==> config.mk <==
export PLATFORM = sky130hd
export DESIGN_NAME = imrmv_ctrl
export DESIGN_NICKNAME = d
export VERILOG_FILES = /design/src/imrmv_pkg.sv /design/src/imrmv_ctrl.sv
export SDC_FILE = /design/constraint.sdc
export NUM_CORES = 1
export LEC_CHECK = 0
export BUFFER_PORTS_ARGS = -buffer_cell sky130_fd_sc_hd__buf_4
export CORE_AREA = 3 3 40 42
export DETAILED_ROUTE_END_ITERATION = 6
export DIE_AREA = 0 0 43 45
export GPL_TIMING_DRIVEN = 1
export PLACE_DENSITY = 0.6
export REMOVE_ABC_BUFFERS = 1
export SKIP_LAST_GASP = 1
export SYNTH_ARGS = -nofsm -noshare
export SYNTH_HDL_FRONTEND = slang
export SYNTH_SLANG_ARGS = --single-unit
==> constraint.sdc <==
create_clock -name clk -period 1.85 [get_ports clk]
set_input_delay 0.185 -clock clk [delete_from_list [all_inputs] [get_ports clk]]
set_output_delay 0.185 -clock clk [all_outputs]
set_load 0.05 [all_outputs]
==> src/imrmv_pkg.sv <==
// ----------------------------------------------------------------------------
// IMU running mean/variance: shared package
// Widths, defaults and the command/status bundles between control and datapath.
// ----------------------------------------------------------------------------
package imrmv_pkg;

  localparam int NUM_CHAN         = 6;
  localparam int IN_W             = 16;
  localparam int MEAN_W           = 32;
  localparam int MAG_W            = 32;
  localparam int VAR_W            = 48;
  localparam int CNT_W            = 17;
  localparam int LIM_W            = 16;
  localparam int SAMPLE_BITS_DEF  = 16;
  localparam int FRAC_BITS_DEF    = 16;

  localparam logic [LIM_W-1:0] LIMIT_RESET = LIM_W'(200);
  localparam logic             MODE_RESTART = 1'b1;

  typedef enum logic [1:0] {
    DIV_D,
    DIV_VAR,
    DIV_W,
    DIV_B
  } imrmv_div_src_t;

  typedef struct packed {
    logic           clear;
    logic           load;
    logic           div_start;
    imrmv_div_src_t div_src;
    logic           mean_wr;
    logic           mag_wr;
    logic           sq_wr;
    logic           a_wr;
    logic           b_wr;
    logic           var_wr;
    logic           count_wr;
    logic           emit;
  } imrmv_cmd_t;

  typedef struct packed {
    logic div_busy;
    logic done;
    logic finish;
    logic out_busy;
  } imrmv_stat_t;

endpackage

==> src/imrmv_ctrl.sv <==
// ----------------------------------------------------------------------------
// IMU running mean/variance: controller
// Sequences the four divisions of a sample, the count update, the result and restarts.
// ----------------------------------------------------------------------------
module imrmv_ctrl import imrmv_pkg::*; (
  input  logic        clk,
  input  logic        rst,
  input  logic        in_valid,
  output logic        in_stall,
  input  logic        mode,
  input  imrmv_stat_t st,
  output imrmv_cmd_t  cmd
);

  typedef enum logic [3:0] {
    S_IDLE,
    S_START_D,
    S_WAIT_D,
    S_MEAN,
    S_MAG,
    S_SQ,
    S_WAIT_A,
    S_WAIT_B,
    S_START_C,
    S_WAIT_C,
    S_COUNT,
    S_EMIT
  } state_t;

  state_t state;
  state_t state_next;

  assign in_stall = state != S_IDLE;

  always_comb begin
    cmd         = '0;
    cmd.div_src = DIV_D;
    state_next  = state;
    unique case (state)
      S_IDLE: begin
        if (in_valid) begin
          if (mode == MODE_RESTART) begin
            cmd.clear = 1'b1;
          end else if (!st.done) begin
            cmd.load   = 1'b1;
            state_next = S_START_D;
          end
        end
      end
      S_START_D: begin
        cmd.div_start = 1'b1;
        cmd.div_src   = DIV_D;
        state_next    = S_WAIT_D;
      end
      S_WAIT_D: begin
        if (!st.div_busy) begin
          state_next = S_MEAN;
        end
      end
      S_MEAN: begin
        cmd.mean_wr = 1'b1;
        state_next  = S_MAG;
      end
      S_MAG: begin
        cmd.mag_wr = 1'b1;
        state_next = S_SQ;
      end
      S_SQ: begin
        cmd.sq_wr     = 1'b1;
        cmd.div_start = 1'b1;
        cmd.div_src   = DIV_VAR;
        state_next    = S_WAIT_A;
      end
      S_WAIT_A: begin
        if (!st.div_busy) begin
          cmd.a_wr      = 1'b1;
          cmd.div_start = 1'b1;
          cmd.div_src   = DIV_W;
          state_next    = S_WAIT_B;
        end
      end
      S_WAIT_B: begin
        if (!st.div_busy) begin
          cmd.b_wr   = 1'b1;
          state_next = S_START_C;
        end
      end
      S_START_C: begin
        cmd.div_start = 1'b1;
        cmd.div_src   = DIV_B;
        state_next    = S_WAIT_C;
      end
      S_WAIT_C: begin
        if (!st.div_busy) begin
          cmd.var_wr = 1'b1;
          state_next = S_COUNT;
        end
      end
      S_COUNT: begin
        cmd.count_wr = 1'b1;
        state_next   = st.finish ? S_EMIT : S_IDLE;
      end
      S_EMIT: begin
        if (!st.out_busy) begin
          cmd.emit   = 1'b1;
          state_next = S_IDLE;
        end
      end
      default: state_next = S_IDLE;
    endcase
  end

  always_ff @(posedge clk) begin
    if (rst) begin
      state <= S_IDLE;
    end else begin
      state <= state_next;
    end
  end

endmodule
== Yosys cells after proc, flatten, opt, wreduce, memory -nomap -nowiden ==
Cells that the tools add are included.

* Equality and inequality tests: 19
* Multiplexer cells: 27
* Reduce and logical (&&, ||, !) cells: 3

{| class="wikitable"
|+ Operator list
! cell !! count
|-
| $pmux W4 S12 || 1
|-
| $mux W4 || 9
|-
| $eq A4 B3 Y1 const B || 4
|-
| $eq A4 B4 Y1 const B || 4
|-
| $ne A2 B2 Y1 const B || 8
|-
| $mux W1 || 13
|-
| $pmux W3 S4 || 1
|-
| $eq A4 B2 Y1 const B || 2
|-
| $reduce_and A8 Y1 || 1
|-
| $eq A4 B1 Y1 const B || 1
|-
| $logic_not A4 Y1 || 1
|-
| $mux W2 || 2
|-
| $reduce_bool A4 Y1 || 1
|-
| $mux W3 || 1
|}

* Input bits: 8
* Bits in registers: 4

== Logic depth before layout (Yosys ltp) ==
Gate-level depths: netlist of the first run.

* Depth in word-level cells: 4
* Depth in mapped cells: 5
* Depth with buffers taken out: 4

== Worst setup path after synthesis of the first run ==
OpenSTA, ideal clock, no wires.

* Path type: register -> output
* From: register state[2]
* To: output cmd[10] (netlist name)
* Path slack: -793 ps
* Data arrival time: 2458 ps
* Path buffers: 1
* Stages on the path, launching flop included: 6
* Cells stage by stage: dfxtp_1 buf_6 nand2_1 or2_2 nor3_1 o21bai_1

{| class="wikitable"
|+ RTL lines
! what !! RTL line !! source
|-
| from (decl) || imrmv_ctrl.sv:30 || <nowiki>state_t state;</nowiki>
|-
| from (signal assigned) || imrmv_ctrl.sv:117 || <nowiki>state <= state_next;</nowiki>
|-
| to (decl) || imrmv_ctrl.sv:12 || <nowiki>output imrmv_cmd_t cmd</nowiki>
|}

==> results of run 1 <==
path summary, 6_finish.rpt:
path                                from        to  slack [ns]  depth (start not counted)
worst min register to register  state[1]  state[1]        0.55                          2
worst max register to register  state[0]  state[3]        0.27                          5
worst min-delay path                 rst  state[2]        0.16                          2
worst max-delay path            state[0]    cmd[8]        0.08                          5
final cells by class:
| type | instances | area [sq um] |
|---|---|---|
| inverters | 1 | 3.754 |
| multi-input cells | 55 | 342.8 |
| repair buffers | 25 | 187.7 |
| clock buffers | 3 | 22.52 |
| well taps | 15 | 18.77 |
| flip-flops and latches | 4 | 82.58 |
| fillers | 130 | 626.9 |
through the flow:
step | setup WS (ns) | hold slack, ns | TNS (ns) | power (mW)
floorplan | -0.8957 | 0.2632 | -2.114 | 0.4921
global placement | 0.2657 | 0.4056 | 0 | 0.6594
detailed placement | 0.2345 | 0.4043 | 0 | 0.6620
CTS | 0.002412 | 0.1497 | 0 | 0.7750
global route | -0.01853 | 0.1614 | -0.02179 | 0.8340
finish | 0.07709 | 0.1582 | 0 | 0.7826
placed cells by master (no fill, tap or decap):
cell and n:
or2b_1 1, and4b_1 1, nand2_1 6, nor2b_1 2, o21bai_1 2, nor3_1 2, nor2_1 12, nor3b_1 1
clkbuf_4 3, buf_4 25, inv_1 1, a21oi_1 2, nor4_2 1, dfxtp_1 2, nand4bb_1 1, o21a_1 1
or2_2 1, mux2i_1 3, dfxtp_2 2, or2b_4 1, and2b_1 1, a222oi_1 1, nand2b_1 7, nor3_2 1
and3_1 1, a211oi_1 1, o21ai_1 1, o21ai_0 2, o22a_1 2, nor4_1 1
cells by family after synthesis:
kind of cell	synth area share [%]
AO/OA/AOI/OAI	18.64
buffers and inverters	7.060
flip-flops	18.08
multiplexers	6.780
AND/OR/NAND/NOR	49.44
repair_timing:
action                                  CTS  global route
hold buffers                              0             0
endpoints found under the setup margin    1             6
resized for setup                         1             3
hold endpoints to repair                  0             0
critical path: stages (launching register included):
cell     delay [ns]
dfxtp_1        0.61
buf_4          0.23
nand2_1        0.05
o22a_1         0.17
nor2_1         0.08
buf_4          0.20
per-layer routing:
metal,up-vias,global-route usage [%],routed length [um]
met4,0,3.614,0
li1,273,-,-
met1,237,16.14,537
met2,20,20.36,528
met5,-,0,0
met3,0,3.586,119
report_power, final:
group	switching, mW	internal (mW)	total (mW)
clock network	0.0361	0.0726	0.109
logic	0.293	0.210	0.502
registers	0.0622	0.109	0.172
==> results.yml, run 1 <==
layout:
  top_regs: "state: 4 flops"
  top_register: "state"
  fin_cells: 103
  postLayoutCoreUtil_pct: 51.22
  largest_reg_flops: 4
  drive_gt1_share_pct: 38.64
  diodes: 0
  nNetsFinal: 98
  finalInstanceArea_sq_um: 658.1
  area_growth_pct: 48.59
sta:
  grt_setup_unrepaired: "true"
  fin_crit_sh_pct: 95.83
  fmax_mhz: 564.0
  slew_viol_final: 0
  slew-limit-headroom_pct: 68.20
  setup_viol: 0
  worst-slew-pin-transition_ns: 0.4764
  min_period_ns: 1.773
  hold_viol: 0
  skew_ns: 0.004445
placement:
  hpwl_um: 869.7
  placed_area_sq_um: 621.8
  gp_congestion: 0.7538
  io_buffers: 21
  dpl.cell_count: 100
power_and_ir_drop:
  power.density_nw_per_um2: 1189
  ir_drop_mv: 0.5530
  leakage_nw: 0.3044
hold_path:
  min_path_type: "input pin to flip-flop"
floorplanning:
  core-area_sq_um: 1285
  die-area_sq_um: 1935
  rows: 13
  chipWidth_um: 43
  die_y_um: 45
  num_io_pins: 22
  initial_core_util_pct: 34.47
routing:
  drtIter0Drc: 3
  drcViolationCount: 0
  wl_um: 1185
  drtPass1Iterations: 4
  vias: 530
  wl_per_cell_um: 11.50
  vias_per_cell: 5.146
  detail-route-antenna-nets: 0
synthesis:
  synth-main-ff-cell: "dfxtp_1"
  synth_area_sq_um: 442.9
  yosys.area.top_type: "dfxtp_1"
  async_flop_share_pct: 0
  synth_edf_count: 0
  synth.avg_cell_area_sq_um: 6.814
  synth_area_leaders: "dfxtp_1 (18%), nor2_1 (10%), nand2b_1 (9.9%)"
  netlist.area_leader.share_pct: 18.08
  synth_seq_cells: 4
  post_synth_num_cell_types: 29
  synthCells: 65
  yosys-top-cells-count: "nor2_1 (12), nand2b_1 (7), nand2_1 (6)"
  ys.warnings.count: 0
  ys_seq_area_share_pct: 18.08
  yosysMostFrequentCell: "nor2_1"
worst_setup_path:
  critPathLaunchType: "flip-flop"
  path_max_fanout: 14
  crit_type: "flip-flop to output port"
  end_kind: "output port"
  critical_path_required_ns: 1.66
  crit_arrival_ns: 1.59
clock_tree:
  insertion_delay_ns: 0.24
  cts_root_buf: "clkbuf_4"
  cts_tree: "built"
  cts_max_level: 1
  clkTransAtPathRegs_ns: 0.04
  cts_setup_buffers: 0
  numClockSinks: 4
  clk_path_buf_depth: 2
  cts_buffers: 3
global_route:
  track_usage_pct: 12.49
  grt_pass1_vias: 440
  grt_max_degree: 15
  grt_pass1_wl_um: 1897
  grt_antenna_before_repair: 0
  gr-total-overflow: 0
status:
  status: "completed"
run:
  drv_cap: 0
Note: power is estimated with default switching activity, not from simulation.
==> run 2: changes to the inputs <==
==> constraint.sdc (replaced) <==
create_clock -name clk -period 1.85 [get_ports clk]
set_input_delay 0.37 -clock clk [delete_from_list [all_inputs] [get_ports clk]]
set_output_delay 0.37 -clock clk [all_outputs]
set_load 0.05 [all_outputs]
==> run 2 against run 1 <==
Sequential power decreased by 9.9%. Clock skew shrank 0.0036 ns. Cell count stayed put. Cell area rose by 4.4%. Maximum frequency decreased by 0.66%. Setup slack worse by 0.012 ns. Combinational power grew 5.6%. Worst hold slack better by 0.20 ns. Sequential share of layout area increased by 0.39 points. Core utilization up 2.2 points. Die area stayed put.
==> results.yml, run 2 (synthesis gave the netlist of run 1 again) <==
routing:
  vias_per_cell: 5.097
  drtIter0Drc: 4
  drtPass1Iterations: 4
  detail-route-antenna-nets: 0
  wl_um: 1111
  wl_per_cell_um: 10.79
  vias: 525
  drcViolationCount: 0
worst_setup_path:
  crit_arrival_ns: 1.41
  endpoint: "cmd[9]"
  end_kind: "output port"
  cp-startpoint: "state[2]"
  reg2regPathDepth: 6
  path_max_fanout: 3
  critPathLaunchType: "flip-flop"
  r2r_start: "state[0]"
  rr_endpoint: "state[1]"
  regToRegSetupSlack_ns: 0.28
  critical_path_required_ns: 1.48
  crit_type: "flip-flop to output port"
layout:
  diodes: 0
  final_common_cell: "buf_4"
  nNetsFinal: 98
  final_cell_mix: "buf_4 (24), nor2_1 (11), nand2b_1 (6), nand2_1 (6)"
  top_regs: "state: 4 flops"
  largest_reg_flops: 4
  drive_gt1_share_pct: 42.05
  top_register: "state"
  postLayoutCoreUtil_pct: 53.46
  fill_cells: 130
  area_growth_pct: 55.08
power_and_ir_drop:
  ir_drop_mv: 0.5666
  intPower_mw: 0.3993
  power_switching_mw: 0.3917
  pwr-share-comb_pct: 67.0
  clkPwrFrac_pct: 13.4
  power.density_nw_per_um2: 1152
  seqPwrFrac_pct: 19.6
  switching_share_pct: 49.52
  leakage_nw: 0.3040
  total_power_mw: 0.7910
sta:
  fin_crit_sh_pct: 96.47
  fmax_mhz: 560.3
  tns_ns: 0
  slew_viol_final: 0
  min_period_ns: 1.785
  worst-slew-pin-transition_ns: 0.3080
  skew_ns: 0.0008717
  hold_viol: 0
  grt_setup_unrepaired: "false"
  setup_viol: 0
  slew-limit-headroom_pct: 79.30
  whs_ns: 0.3539
  setup_slack_ns: 0.06522
placement:
  dpl_worst_slack_ns: 0.1347
  hpwl_um: 823.9
  io_buffers: 21
  gp_congestion: 0.7063
status:
  status: "completed"
clock_tree:
  insertion_delay_ns: 0.23
  cts_max_level: 1
  clk_path_buf_depth: 2
  cts_root_buf: "clkbuf_4"
  cts_tree: "built"
  clkTransAtPathRegs_ns: 0.04
  cts_buffers: 3
  numClockSinks: 4
floorplanning:
  initial_core_util_pct: 34.47
  num_io_pins: 22
  rows: 13
  die-area_sq_um: 1935
  chipWidth_um: 43
  core-area_sq_um: 1285
  die_y_um: 45
global_route:
  track_usage_pct: 12.31
  gr-total-overflow: 0
  grt_pass1_wl_um: 1897
  grt_pass1_vias: 468
  grt_max_degree: 17
  grt_antenna_before_repair: 0
run:
  drv_cap: 0
hold_path:
  min_path_type: "input pin to flip-flop"
run 2: worst min-delay path by stage:
stage / startpoint / to / slack, ns / cells past startpoint
floorplan: rst / state[2] / 0.45 / 1
global placement: rst / state[2] / 0.59 / 2
detailed placement: rst / state[2] / 0.59 / 2
CTS: rst / state[2] / 0.35 / 2
global route: rst / state[2] / 0.36 / 2
finish: rst / state[2] / 0.35 / 2
run 2: critical path: stages (launching register included):
cell and delay, ns:
dfxtp_1 0.36, nand2_1 0.09, or2_4 0.25, o22a_1 0.21, nor2_2 0.10, buf_6 0.17
run 2: metrics by stage:
step	instance area (sq um)	instances
after floorplan	415.4	60
after global placement	621.8	100
after detailed placement	621.8	100
after CTS	664.4	103
after global routing	686.9	103
final	686.9	103
run 2: what timing repair did:
item / in CTS / in global routing
hold buffers: 0 / 0
setup endpoints to repair: 6 / 6
resized for setup: 6 / 6
buffers inserted: 0 / 0
endpoints found under the hold margin: 0 / 0
run 2: routing by layer:
| layer | track usage (%) | share of wire, % | vias up |
|---|---|---|---|
| met5 | 0 | 0 | - |
| met3 | 2.789 | 9.9 | 0 |
| met1 | 14.66 | 44 | 235 |
| li1 | - | - | 272 |
| met4 | 5.422 | 0 | 0 |
| met2 | 21.26 | 46 | 18 |
run 2: power by group through the flow:
stage,registers [mW],clock network [mW],logic [mW]
after detailed placement,0.148,0,0.516
after global placement,0.149,0,0.514
after floorplan,0.165,0,0.327
after CTS,0.155,0.108,0.525
final,0.155,0.106,0.530
after global routing,0.162,0.115,0.570
run 2: area by class of cell:
type	count	area (sq um)	area share, %
clock buffers	3	22.52	3.279
inverters	1	3.754	0.5464
multi-input cells	55	361.6	52.64
flip-flops and latches	4	88.84	12.93
well taps	15	18.77	2.732
repair buffers	25	191.4	27.87
